--- config.mk ---
export PLATFORM = sky130hd
export DESIGN_NAME = multi_chip_spi_flash_sequencer
export DESIGN_NICKNAME = d
export VERILOG_FILES = /design/src/sv/mcsfs_pkg.sv /design/src/sv/multi_chip_spi_flash_sequencer.sv
export SDC_FILE = /design/constraint.sdc
export NUM_CORES = 1
export LEC_CHECK = 0
export BUFFER_PORTS_ARGS = -buffer_cell sky130_fd_sc_hd__clkbuf_2
export CAP_MARGIN = 20
export CORE_ASPECT_RATIO = 1.25
export CORE_MARGIN = 2
export CORE_UTILIZATION = 51
export DETAILED_ROUTE_END_ITERATION = 8
export PLACE_DENSITY = 0.76
export SETUP_SLACK_MARGIN = 0.2
export SLEW_MARGIN = 20
export SYNTH_ARGS = -nofsm -noshare
export SYNTH_HDL_FRONTEND = slang
export SYNTH_SLANG_ARGS = --single-unit
--- constraint.sdc ---
create_clock -name clk_i -period 3.25 [get_ports clk_i]
set_input_delay 0.325 -clock clk_i [delete_from_list [all_inputs] [get_ports clk_i]]
set_output_delay 0.325 -clock clk_i [all_outputs]
set_load 0.05 [all_outputs]
--- src/sv/mcsfs_pkg.sv ---
// Package for the multi-chip SPI flash sequencer: command, opcode, data
// phase and register index codes, plus reset values. No dependencies.
package mcsfs_pkg;

  // Chips that have size and select registers
  localparam int unsigned REG_CHIPS = 4;

  typedef enum logic [1:0] {
    CMD_READ    = 2'd0,
    CMD_PROGRAM = 2'd1,
    CMD_ERASE   = 2'd2,
    CMD_NONE    = 2'd3
  } cmd_e;

  localparam logic [7:0] OP_RDSR = 8'h05;
  localparam logic [7:0] OP_WREN = 8'h06;
  localparam logic [7:0] OP_READ = 8'h03;
  localparam logic [7:0] OP_PP   = 8'h02;
  localparam logic [7:0] OP_SE   = 8'hd8;

  localparam logic [1:0] PHASE_NONE = 2'd0;
  localparam logic [1:0] PHASE_SEND = 2'd1;
  localparam logic [1:0] PHASE_RECV = 2'd2;
  localparam logic [1:0] PHASE_POLL = 2'd3;

  localparam logic [2:0] REG_CHIP_COUNT = 3'd0;
  localparam logic [2:0] REG_SECTORS0   = 3'd1;
  localparam logic [2:0] REG_SECTORS1   = 3'd2;
  localparam logic [2:0] REG_SECTORS2   = 3'd3;
  localparam logic [2:0] REG_SECTORS3   = 3'd4;
  localparam logic [2:0] REG_SELECT     = 3'd5;

  localparam logic [31:0] SELECT_RESET = 32'h0804_0201;

endpackage

--- src/sv/multi_chip_spi_flash_sequencer.sv ---
// Multi-chip SPI NOR flash command sequencer, top level.
// Depends on mcsfs_pkg for codes and reset values.
//
// One request (read page, program page, erase sector) is taken at a time.
// After the accept cycle a single compare/subtract unit walks the chips, one
// chip per cycle: the page's sector is compared against the chip size and,
// if at or past it, the chip's pages are subtracted and the walk moves on.
// Then one descriptor item leaves per cycle through the output register
// while the output side does not stall: an optional status poll, an
// optional write enable, and the command. An address past all chips
// yields one range error item instead. cmd 3 is accepted and dropped.
// Configuration writes are always taken (cfg_ready_o is tied high) and
// must only happen while the block is idle.
module multi_chip_spi_flash_sequencer
  import mcsfs_pkg::*;
#(
  parameter int unsigned MAX_CHIPS = 4
) (
  input  logic        clk_i,
  input  logic        rst_ni,
  // config write channel
  input  logic        cfg_valid_i,
  output logic        cfg_ready_o,
  input  logic [2:0]  cfg_index_i,
  input  logic [31:0] cfg_data_i,
  // request channel
  input  logic        in_valid_i,
  output logic        in_ready_o,
  input  logic [1:0]  cmd_i,
  input  logic [15:0] page_i,
  input  logic [7:0]  sector_i,
  // descriptor channel
  output logic        out_valid_o,
  input  logic        out_ready_i,
  output logic [7:0]  chip_line_o,
  output logic [7:0]  opcode_o,
  output logic [23:0] flash_address_o,
  output logic        has_address_o,
  output logic [1:0]  data_phase_o,
  output logic        range_error_o,
  output logic        last_o
);

  // chips actually walkable: parameter limit and register limit
  localparam int unsigned NChips = (MAX_CHIPS < REG_CHIPS) ? MAX_CHIPS : REG_CHIPS;
  localparam int unsigned CntW   = $clog2(NChips + 1);
  localparam int unsigned IdxW   = (NChips > 1) ? $clog2(NChips) : 1;

  typedef enum logic [5:0] {
    S_IDLE = 6'b000001,
    S_WALK = 6'b000010,
    S_POLL = 6'b000100,
    S_WREN = 6'b001000,
    S_CMD  = 6'b010000,
    S_ERR  = 6'b100000
  } state_e;

  state_e state_q, state_d;

  // configuration
  logic [2:0]                 chip_count_q;
  logic [REG_CHIPS-1:0][7:0]  sectors_q;
  logic [REG_CHIPS-1:0][7:0]  select_q;

  // request context
  cmd_e            cmd_q, cmd_d;
  logic [15:0]     page_q, page_d;
  logic [CntW-1:0] chip_q, chip_d;
  logic [7:0]      line_q, line_d;
  logic [7:0]      busy_q, busy_d;

  // output register
  logic        out_valid_q, out_valid_d;
  logic [7:0]  line_out_q, line_out_d;
  logic [7:0]  opcode_q, opcode_d;
  logic [23:0] addr_q, addr_d;
  logic        has_addr_q, has_addr_d;
  logic [1:0]  phase_q, phase_d;
  logic        err_q, err_d;
  logic        last_q, last_d;

  logic       out_free;
  logic       emit;
  logic [2:0] limit;
  logic [7:0] size;
  logic [7:0] sel_byte;
  logic [IdxW-1:0] idx;

  assign cfg_ready_o = 1'b1;
  assign in_ready_o  = (state_q == S_IDLE);
  assign out_free    = !out_valid_q || out_ready_i;

  assign limit    = (chip_count_q > 3'(NChips)) ? 3'(NChips) : chip_count_q;
  assign idx      = chip_q[IdxW-1:0];
  assign size     = sectors_q[idx];
  assign sel_byte = select_q[idx];

  always_ff @(posedge clk_i or negedge rst_ni) begin
    if (!rst_ni) begin
      chip_count_q <= '0;
      sectors_q    <= '0;
      select_q     <= SELECT_RESET;
    end else if (cfg_valid_i) begin
      case (cfg_index_i)
        REG_CHIP_COUNT: chip_count_q <= cfg_data_i[2:0];
        REG_SECTORS0:   sectors_q[0] <= cfg_data_i[7:0];
        REG_SECTORS1:   sectors_q[1] <= cfg_data_i[7:0];
        REG_SECTORS2:   sectors_q[2] <= cfg_data_i[7:0];
        REG_SECTORS3:   sectors_q[3] <= cfg_data_i[7:0];
        REG_SELECT:     select_q     <= cfg_data_i;
        default: ;
      endcase
    end
  end

  always_comb begin
    state_d    = state_q;
    cmd_d      = cmd_q;
    page_d     = page_q;
    chip_d     = chip_q;
    line_d     = line_q;
    busy_d     = busy_q;
    emit       = 1'b0;
    line_out_d = line_out_q;
    opcode_d   = opcode_q;
    addr_d     = addr_q;
    has_addr_d = has_addr_q;
    phase_d    = phase_q;
    err_d      = err_q;
    last_d     = last_q;

    case (state_q)
      S_IDLE: begin
        if (in_valid_i && cmd_i != CMD_NONE) begin
          cmd_d   = cmd_e'(cmd_i);
          page_d  = (cmd_i == CMD_ERASE) ? {sector_i, 8'h00} : page_i;
          chip_d  = '0;
          state_d = S_WALK;
        end
      end
      S_WALK: begin
        // one compare and one subtract per chip
        if (3'(chip_q) >= limit) begin
          state_d = S_ERR;
        end else if (page_q[15:8] < size) begin
          line_d = sel_byte;
          if ((busy_q & sel_byte) != 8'h00) state_d = S_POLL;
          else if (cmd_q != CMD_READ)       state_d = S_WREN;
          else                              state_d = S_CMD;
        end else begin
          page_d = page_q - {size, 8'h00};
          chip_d = chip_q + CntW'(1);
        end
      end
      S_POLL: begin
        if (out_free) begin
          emit       = 1'b1;
          line_out_d = line_q;
          opcode_d   = OP_RDSR;
          addr_d     = '0;
          has_addr_d = 1'b0;
          phase_d    = PHASE_POLL;
          err_d      = 1'b0;
          last_d     = 1'b0;
          busy_d     = busy_q & ~line_q;
          state_d    = (cmd_q != CMD_READ) ? S_WREN : S_CMD;
        end
      end
      S_WREN: begin
        if (out_free) begin
          emit       = 1'b1;
          line_out_d = line_q;
          opcode_d   = OP_WREN;
          addr_d     = '0;
          has_addr_d = 1'b0;
          phase_d    = PHASE_NONE;
          err_d      = 1'b0;
          last_d     = 1'b0;
          busy_d     = busy_q | line_q;
          state_d    = S_CMD;
        end
      end
      S_CMD: begin
        if (out_free) begin
          emit       = 1'b1;
          line_out_d = line_q;
          addr_d     = {page_q, 8'h00};
          has_addr_d = 1'b1;
          err_d      = 1'b0;
          last_d     = 1'b1;
          case (cmd_q)
            CMD_READ: begin
              opcode_d = OP_READ;
              phase_d  = PHASE_RECV;
            end
            CMD_PROGRAM: begin
              opcode_d = OP_PP;
              phase_d  = PHASE_SEND;
            end
            default: begin
              opcode_d = OP_SE;
              phase_d  = PHASE_NONE;
            end
          endcase
          state_d = S_IDLE;
        end
      end
      S_ERR: begin
        if (out_free) begin
          emit       = 1'b1;
          line_out_d = '0;
          opcode_d   = '0;
          addr_d     = '0;
          has_addr_d = 1'b0;
          phase_d    = PHASE_NONE;
          err_d      = 1'b1;
          last_d     = 1'b1;
          state_d    = S_IDLE;
        end
      end
      default: state_d = S_IDLE;
    endcase

    out_valid_d = (out_valid_q && !out_ready_i) || emit;
  end

  always_ff @(posedge clk_i or negedge rst_ni) begin
    if (!rst_ni) begin
      state_q     <= S_IDLE;
      busy_q      <= '0;
      out_valid_q <= 1'b0;
      chip_q      <= '0;
      cmd_q       <= CMD_READ;
    end else begin
      state_q     <= state_d;
      busy_q      <= busy_d;
      out_valid_q <= out_valid_d;
      chip_q      <= chip_d;
      cmd_q       <= cmd_d;
    end
  end

  // datapath registers, no reset
  always_ff @(posedge clk_i) begin
    page_q     <= page_d;
    line_q     <= line_d;
    line_out_q <= line_out_d;
    opcode_q   <= opcode_d;
    addr_q     <= addr_d;
    has_addr_q <= has_addr_d;
    phase_q    <= phase_d;
    err_q      <= err_d;
    last_q     <= last_d;
  end

  assign out_valid_o     = out_valid_q;
  assign chip_line_o     = line_out_q;
  assign opcode_o        = opcode_q;
  assign flash_address_o = addr_q;
  assign has_address_o   = has_addr_q;
  assign data_phase_o    = phase_q;
  assign range_error_o   = err_q;
  assign last_o          = last_q;

  // walk counter never exceeds the number of walkable chips
  a_chip_bound: assert property (@(posedge clk_i) disable iff (!rst_ni)
    chip_q <= CntW'(NChips))
    else $error("chip counter out of range");

  // status poll clears the chosen chip's busy marks
  a_poll_clears: assert property (@(posedge clk_i) disable iff (!rst_ni)
    (state_q == S_POLL && out_free) |=> ((busy_q & line_q) == 8'h00))
    else $error("busy marks not cleared by poll");

  // write enable sets the chosen chip's busy marks
  a_wren_sets: assert property (@(posedge clk_i) disable iff (!rst_ni)
    (state_q == S_WREN && out_free) |=> ((busy_q & line_q) == line_q))
    else $error("busy marks not set by write enable");

  // an error item closes the request and carries no transaction
  a_err_item: assert property (@(posedge clk_i) disable iff (!rst_ni)
    (out_valid_q && err_q) |-> (last_q && line_out_q == 8'h00 && !has_addr_q))
    else $error("malformed range error item");

  // the command item returns the sequencer to idle
  a_cmd_done: assert property (@(posedge clk_i) disable iff (!rst_ni)
    (state_q == S_CMD && out_free) |=> (state_q == S_IDLE && out_valid_q && last_q))
    else $error("command item did not end the request");

endmodule
Word-level counts from Yosys, hierarchy flattened
Index checks and enable logic that the tools add are counted.
{"block": "op_classes", "add_sub_neg": 2, "magnitude_cmp": 4, "eq_ne": 27, "muxes": 49, "bitwise_logic": 5, "reduce_logical": 39}
{"op": "$mux W8", "n": 9}
{"op": "$mux W16", "n": 4}
{"op": "$mux W24", "n": 2}
{"op": "$pmux W24 S2", "n": 1}
{"op": "$pmux W8 S2", "n": 3}
{"op": "$mux W6", "n": 6}
{"op": "$bmux W8 S2", "n": 2}
{"op": "$pmux W16 S2", "n": 1}
{"op": "$pmux W8 S4", "n": 1}
{"op": "$pmux W6 S5", "n": 1}
{"op": "$and A8 B8 Y8", "n": 2}
{"op": "$sub A16 B16 Y16", "n": 1}
{"op": "$reduce_and A3 Y1", "n": 5}
{"op": "$ne A2 B2 Y1 const B", "n": 7}
{"op": "$reduce_and A2 Y1", "n": 7}
{"op": "$mux W3", "n": 4}
{"op": "$ne A2 B1 Y1 const B", "n": 6}
{"op": "$reduce_bool A2 Y1", "n": 6}
{"op": "$mux W5", "n": 2}
{"op": "$reduce_and A5 Y1", "n": 2}
{"op": "$lt A8 B8 Y1", "n": 1}
{"op": "$not A8 Y8", "n": 1}
{"op": "$or A8 B8 Y8", "n": 1}
{"op": "$reduce_and A4 Y1", "n": 2}
{"op": "other kinds (34)", "n": 49}
{"block": "totals", "reg_bits": 156, "in_bits": 66, "output_inout_bits": 48, "wordCells": 149}

Depth between registers and ports, before layout
Gate-level depths: netlist (run 1).
{"block": "depth", "ltp_word": 8, "mapped_depth": 11, "mapped_depth_nobuf": 9}

Least setup slack after synthesis (run 1)
No wires, ideal clock.
{"block": "synth_path", "kind": "register -> register", "startpoint": "register chip_q[0]", "endpoint": "register line_q[0] (enable)", "setup_time_ns": 0.383, "t_arrival_ns": 3.196, "required_time_ns": 2.867, "slack_ns": -0.330, "stages_incl_launch_ff": 12, "path_buffers": 2, "period_less_slack_ns": 3.580, "cell_sequence": "dfrtp_1 -> buf_6 -> clkbuf_1 -> mux4_2 -> inv_1 -> ha_1 -> o21ai_1 -> a21oi_1 -> a2111o_1 -> nand3_2 -> o211ai_2 -> nor3_1"}
{"block": "synth_between", "elab_chain_cells": 4, "elab_cells_between_ends": 6, "classes_between": "2 x order compare; 2 x mux; 1 x bitwise; 1 x reduce/logical"}
{"element": "start: declaration", "line_no": "multi_chip_spi_flash_sequencer.sv:68", "text": "logic [CntW-1:0] chip_q, chip_d;"}
{"element": "start signal: assignment", "line_no": "multi_chip_spi_flash_sequencer.sv:238", "text": "chip_q <= chip_d;"}
{"element": "$bmux W8 S2", "line_no": "multi_chip_spi_flash_sequencer.sv:95", "text": "assign size = sectors_q[idx];"}
{"element": "$mux W8 (not written as such)", "line_no": "multi_chip_spi_flash_sequencer.sv:95"}
{"element": "$lt A8 B8 Y1", "line_no": "multi_chip_spi_flash_sequencer.sv:145", "text": "end else if (page_q[15:8] < size) begin"}
{"element": "$reduce_and A3 Y1 (no line) (*)"}
{"element": "end signal: assignment", "line_no": "multi_chip_spi_flash_sequencer.sv:246", "text": "line_q <= line_d;"}
{"element": "end: declaration", "line_no": "multi_chip_spi_flash_sequencer.sv:69", "text": "logic [7:0] line_q, line_d;"}
Every way passes the cells marked *; elsewhere a longest branch is shown, timed or not. The select of a mux whose other input is x is not followed.
A chain may end at the register's enable or synchronous reset.

Final worst setup path (run 1)
{"block": "layout_path", "startpoint": "register chip_q[0]", "endpoint": "register state_q[2]"}
{"block": "layout_between", "elab_chain_cells": 8, "elab_cells_between_ends": 14, "classes_between": "2 x order compare; 1 x eq/ne; 8 x mux; 1 x bitwise; 2 x reduce/logical"}
{"element": "parallel branches: the longest is 8 deep, another holds $lt A8 B8 Y1"}
{"element": "end signal: assignment", "line_no": "multi_chip_spi_flash_sequencer.sv:235", "text": "state_q <= state_d;"}
{"element": "end: declaration", "line_no": "multi_chip_spi_flash_sequencer.sv:58", "text": "state_e state_q, state_d;"}
Parallel ways; which one is timed is not known. The select of a mux whose other input is x is not followed.

==> qor.yml, run 1 <==
placement:
  portBuffers: 103
  place.gp.congestion: 0.8994
  place_hpwl_mm: 9.685
  dp.cells: 767
sta:
  hold_viol_final: 34
  tns_ns: 0
  finClkSkew_ns: 0.009527
  period_share_pct: 90.55
  relSlewSlack_pct: 34.27
  finalSetupViolCount: 0
  rsz0062_at_grt: "yes"
  slew_viol_final: 0
  worstMarginPinSlew_ns: 0.9723
  period_needed_ns: 2.943
  whs_ns: -0.04400
  max_freq_mhz: 339.8
floorplanning:
  fp.dieW_um: 106.8
  initial_utilization_pct: 52.71
  rows: 46
  core-area_mm2: 0.01278
  fp.dieArea_mm2: 0.01415
  die_y_um: 132.5
  num_io_pins: 114
layout:
  final_cell_mix: "clkbuf_2 (102), mux2_2 (82), dfrtp_1 (81)"
  drive_gt1_share_pct: 40.00
  utilization_pct: 63.30
  areaGrowthSynthToFinish_pct: 20.08
  fin_cells: 803
  ff_latch_area_mm2: 0.003896
  final_common_cell: "clkbuf_2"
  diodes: 0
  multi_input_area_mm2: 0.002673
  finalNetCount: 701
  n_fill_cell: 964
synth:
  synth_edf_count: 57
  ys_seq_area_share_pct: 57.83
  yosys_most_used_dff: "dfrtp_1"
  yosys_warnings: 0
  syn-mean-instance-area_um2: 13.28
  ys_ff_latch: 144
  syn-instance-count: 507
  syn_area_mm2: 0.006735
  ys_async_sr_fraction_pct: 60.42
  yosysUniqueCellTypes: 53
global_routing:
  grt_pass1_wl_mm: 22.16
  grt_pass1_vias: 4501
  grt_usage_pct: 20.28
  grt_overflow_total: 0
  grt_max_degree: 88
  antenna_found_initial: 0
pwr:
  seq_power_share_pct: 39.5
  swShare_pct: 32.33
  netSwitchingPower_uw: 2091
  power_density_mw_per_mm2: 799.6
  p_leak_uw: 0.003525
  pwr-share-clk_pct: 29.8
  combPwrFrac_pct: 30.7
  internal-power_uw: 4376
  peakVddDrop_mv: 0.4171
  total_power_uw: 6467
setup_path:
  path_class: "reg2reg"
  endpoint_kind: "flip-flop"
  r2r-end: "state_q[2]$_DFFE_PN0P_"
  worstReg2RegStart: "chip_q[0]$_DFFE_PN0P_"
  crit_path_cell_trace: "mux4_2, ha_1, fa_1, nand2b_4, a21oi_2, a2111o_1, nand3_4, o211ai_4, mux2_2"
  r2r_slack_ns: 0.31
  crit_required_ns: 3.54
  crit_path_start_kind: "flip-flop"
  path_buf_inv: 0
  cp_max_fo: 7
  worst-r2r-cell-count: 9
  critPathTopFamily: "multiplexers"
  arrival_ns: 3.24
  slowest_delay_ns: 0.54
  crit_slowest_cell: "mux4_2"
cts:
  hold_buffers: 0
  cts.path.max_buffers: 2
  cts_tree: "done"
  clockRootBuffer: "clkbuf_16"
  clock_sinks: 144
  clk_latency_ns: 0.41
  cts_inserted_buffers: 17
  htreeDepth: 4
  cts.clk_slew.worst_paths_ns: 0.06
route:
  drt_pass1_iterations: 4
  drtAntennaViolNets: 0
  wl_mm: 13.26
  avgRoutedWirePerCell_um: 16.51
  viasPerCell: 5.372
  drtIter0Drc: 172
  drc: 0
  vias: 4314
worst_hold_path:
  worstHoldPathType: "in2async"
run:
  cap_violations: 0
run_status:
  status: "complete, but fails checks"
  failed_checks: "hold timing"
## how the worst max path moves through the flow
stage                                     start                endpoint  slack (ns)  depth (start not counted)
after CTS                 chip_q[0]$_DFFE_PN0P_  state_q[2]$_DFFE_PN0P_        0.22                          9
after global placement    chip_q[0]$_DFFE_PN0P_     line_q[5]$_DFFE_PP_        0.14                          9
after floorplan           chip_q[0]$_DFFE_PN0P_  state_q[2]$_DFFE_PN0P_        0.23                         11
after global routing      chip_q[0]$_DFFE_PN0P_  state_q[2]$_DFFE_PN0P_        0.19                          9
after detailed placement  chip_q[0]$_DFFE_PN0P_     line_q[2]$_DFFE_PP_       -0.02                          9
final                     chip_q[0]$_DFFE_PN0P_  state_q[2]$_DFFE_PN0P_        0.31                          9
## worst register-to-register path: cells and delay by family (launching register included)
| family | cells | cell delay [ns] |
|---|---|---|
| mux | 2 | 0.92 |
| fa+ha+maj | 2 | 0.63 |
| compound gates | 3 | 0.53 |
| flops | 1 | 0.46 |
| simple gates | 2 | 0.30 |
## cells in the mapped netlist, types with 7 or more instances
cell type	count	area, um2
mux2_1	8	90.09
inv_1	16	60.06
and2_1	34	212.7
a21oi_1	9	45.04
edfxtp_1	57	1712
clkbuf_1	13	48.80
o21ai_0	13	65.06
nand3_1	7	35.03
nor2b_1	7	43.79
dfrtp_1	82	2052
nand2_1	34	127.6
ha_1	12	150.1
buf_4	13	97.59
mux2_2	82	923.4
nor2_1	36	135.1
## registers in the layout, summed over array words and instances, names as in the netlist, named ones only
signal,count
data_phase_o,2
chip_line_o,8
select_q,32
flash_address_o,16
range_error_o,1
chip_count_q,3
cmd_q,2
out_valid_o,1
opcode_o,4
sectors_q,32
line_q,8
has_address_o,1
page_q,16
state_q,6
chip_q,3
last_o,1
## repair_timing
| action | in CTS | in global routing |
|---|---|---|
| resized for setup | 3 | 4 |
| pin swaps | 1 | 4 |
| setup buffers | 3 | 1 |
| setup endpoints to repair | 19 | 19 |
## metrics by stage
step / hold slack [ns] / setup slack [ns] / cell area (um2)
final: -0.04400 / 0.3070 / 8088
after global routing: 0.002881 / 0.1908 / 8088
after CTS: 0.1266 / 0.2188 / 8055
after detailed placement: 0.4898 / -0.01912 / 7412
after global placement: 0.4843 / 0.1428 / 7412
after floorplan: 0.02941 / 0.2272 / 6784
## per-layer routing
layer / GRT usage [%] / up-vias / share of wire [%]
met4: 8.009 / 0 / 1.9
met5: 0 / - / 0
met1: 25.33 / 2122 / 42
li1: - / 2038 / -
met2: 33.93 / 137 / 51
met3: 4.975 / 17 / 5.3
## kinds of logic after synthesis
family,count (synthesis),synth area share [%]
XOR/XNOR,7,0.9103
buffers and inverters,48,3.660
flip-flops,144,57.83
AND/OR/NAND/NOR,141,10.70
other,2,0.1115
adder cells (fa/ha/maj),13,2.526
AO/OA/AOI/OAI,45,4.403
multiplexers,107,19.86
## power by group through the flow
stage | combinational, uW | clock (uW) | sequential [uW]
4_1_cts | 1940 | 1960 | 2550
5_1_grt | 2190 | 2050 | 2600
3_5_place_dp | 1870 | 0 | 2590
2_1_floorplan | 1310 | 0 | 2670
6_report | 1990 | 1930 | 2560
3_3_place_gp | 1800 | 0 | 2570
## final cells by class
type | count | share of cell area [%]
flip-flops and latches | 144 | 48.17
multi-input cells | 323 | 33.04
repair buffers | 118 | 7.998
clock buffers | 17 | 5.260
well taps | 168 | 2.599
clock inverters | 15 | 2.088
inverters | 18 | 0.8354
Note: power is estimated with default switching activity, not from simulation.
==> run 2, diff against run 1 <==
CTS_CLUSTER_SIZE = 40   (was not set)
PLACE_DENSITY = not set   (was 0.76)
PLACE_DENSITY_LB_ADDON = 0.3   (was not set)
==> qor.yml, run 2 (synthesis gave the netlist of run 1 again) <==
route:
  drtIter0Drc: 166
  vias: 4267
  wl_mm: 13.31
  drtAntennaViolNets: 0
  drc: 0
  avgRoutedWirePerCell_um: 16.47
  drt_pass1_iterations: 4
  viasPerCell: 5.281
setup_path:
  path_class: "reg2reg"
  worst-r2r-cell-count: 11
  arrival_ns: 3.07
  worstReg2RegStart: "chip_q[0]$_DFFE_PN0P_"
  endpoint_kind: "flip-flop"
  crit_slowest_cell: "mux4_1"
  crit_path_cell_trace: "buf_4, mux4_1, inv_1, ha_1, nand2b_1, a21oi_2, a2111o_1, nand3_4, o211ai_4, nor3_4, buf_12"
  path_buf_inv: 3
  r2r_slack_ns: 0.30
  crit_required_ns: 3.37
  cp_max_fo: 8
  r2r-end: "line_q[7]$_DFFE_PP_"
  critPathTopFamily: "compound AO/OA/AOI/OAI gates"
  slowest_delay_ns: 0.54
  crit_path_start_kind: "flip-flop"
layout:
  n_fill_cell: 975
  final_cell_mix: "clkbuf_2 (102), mux2_2 (82), dfrtp_1 (81)"
  diodes: 0
  utilization_pct: 63.49
  final_common_cell: "clkbuf_2"
  design_area_mm2: 0.008113
  finalNetCount: 706
  reg.largest.list: "sectors_q: 32 flops, select_q: 32 flops"
  areaGrowthSynthToFinish_pct: 20.45
  drive_gt1_share_pct: 40.31
sta:
  worstMarginPinSlew_ns: 0.9077
  period_share_pct: 90.73
  whs_ns: -0.03341
  relSlewSlack_pct: 38.63
  rsz0062_at_grt: "yes"
  tns_ns: 0
  finalSetupViolCount: 0
  max_freq_mhz: 339.1
  period_needed_ns: 2.949
  slew_viol_final: 0
  finClkSkew_ns: 0.01005
  hold_viol_final: 27
global_routing:
  grt_overflow_total: 0
  grt_pass1_vias: 4403
  antenna_found_initial: 0
  grt_usage_pct: 20.09
  grt_pass1_wl_mm: 21.91
  grt_max_degree: 88
run_status:
  status: "complete, but fails checks"
  failed_checks: "hold timing"
cts:
  clockRootBuffer: "clkbuf_16"
  cts_inserted_buffers: 17
  clock_sinks: 144
  cts.path.max_buffers: 2
  cts_tree: "done"
  clk_latency_ns: 0.41
  htreeDepth: 4
  cts.clk_slew.worst_paths_ns: 0.06
floorplanning:
  fp.dieArea_mm2: 0.01415
  fp.dieW_um: 106.8
  num_io_pins: 114
  initial_utilization_pct: 52.71
  core-area_mm2: 0.01278
  rows: 46
  die_y_um: 132.5
pwr:
  peakVddDrop_mv: 0.4131
  p_leak_uw: 0.003548
  power_density_mw_per_mm2: 795.7
placement:
  place_hpwl_mm: 9.521
  place.gp.congestion: 0.7984
  portBuffers: 103
  placed_cell_area_mm2: 0.007412
worst_hold_path:
  worstHoldPathType: "in2async"
run:
  cap_violations: 0
## run 2: through the flow
stage | setup slack [ns] | hold WS [ns] | total power, uW | instances
finish | 0.3012 | -0.03341 | 6455 | 808
global route | 0.1731 | 0.03023 | 6818 | 808
CTS | 0.2140 | 0.1279 | 6418 | 802
detailed placement | 0.06131 | 0.4900 | 4446 | 767
global placement | 0.1560 | 0.4814 | 4372 | 767
floorplan | 0.2272 | 0.02941 | 3981 | 515
## run 2: cell type report
class	instances	area [um2]	area share (%)
tap	168	210.2	2.591
inverter	18	67.56	0.8328
clock inverter	15	167.7	2.067
timing repair buffer	123	684.4	8.436
clock buffer	17	425.4	5.244
multi-input combinational	323	2661	32.80
sequential	144	3896	48.03
## run 2: power by group
part | internal [uW] | switching [uW]
Sequential | 2340 | 210
Clock | 1200 | 728
Combinational | 838 | 1130
Total | 4380 | 2070
## run 2: timing repair
action,CTS,global route
setup endpoints to repair,19,19
setup buffers,3,6
hold buffers,0,0
gates resized for setup,1,4
cloned,0,0
pin swaps,1,3
## run 2: worst max path at each step
| stage | from | to | slack, ns | cells past startpoint |
|---|---|---|---|---|
| global route | chip_q[0]$_DFFE_PN0P_ | line_q[7]$_DFFE_PP_ | 0.17 | 11 |
| finish | chip_q[0]$_DFFE_PN0P_ | line_q[7]$_DFFE_PP_ | 0.30 | 11 |
| detailed placement | chip_q[0]$_DFFE_PN0P_ | line_q[6]$_DFFE_PP_ | 0.06 | 9 |
| floorplan | chip_q[0]$_DFFE_PN0P_ | state_q[2]$_DFFE_PN0P_ | 0.23 | 11 |
| global placement | chip_q[0]$_DFFE_PN0P_ | line_q[2]$_DFFE_PP_ | 0.16 | 9 |
| CTS | chip_q[0]$_DFFE_PN0P_ | line_q[4]$_DFFE_PP_ | 0.21 | 10 |
## run 2: per-layer routing
layer	part of all wire [%]	GRT usage, %
met5	0	0
met4	0.89	6.638
met3	4.1	4.039
met2	51	34.43
met1	44	25.54
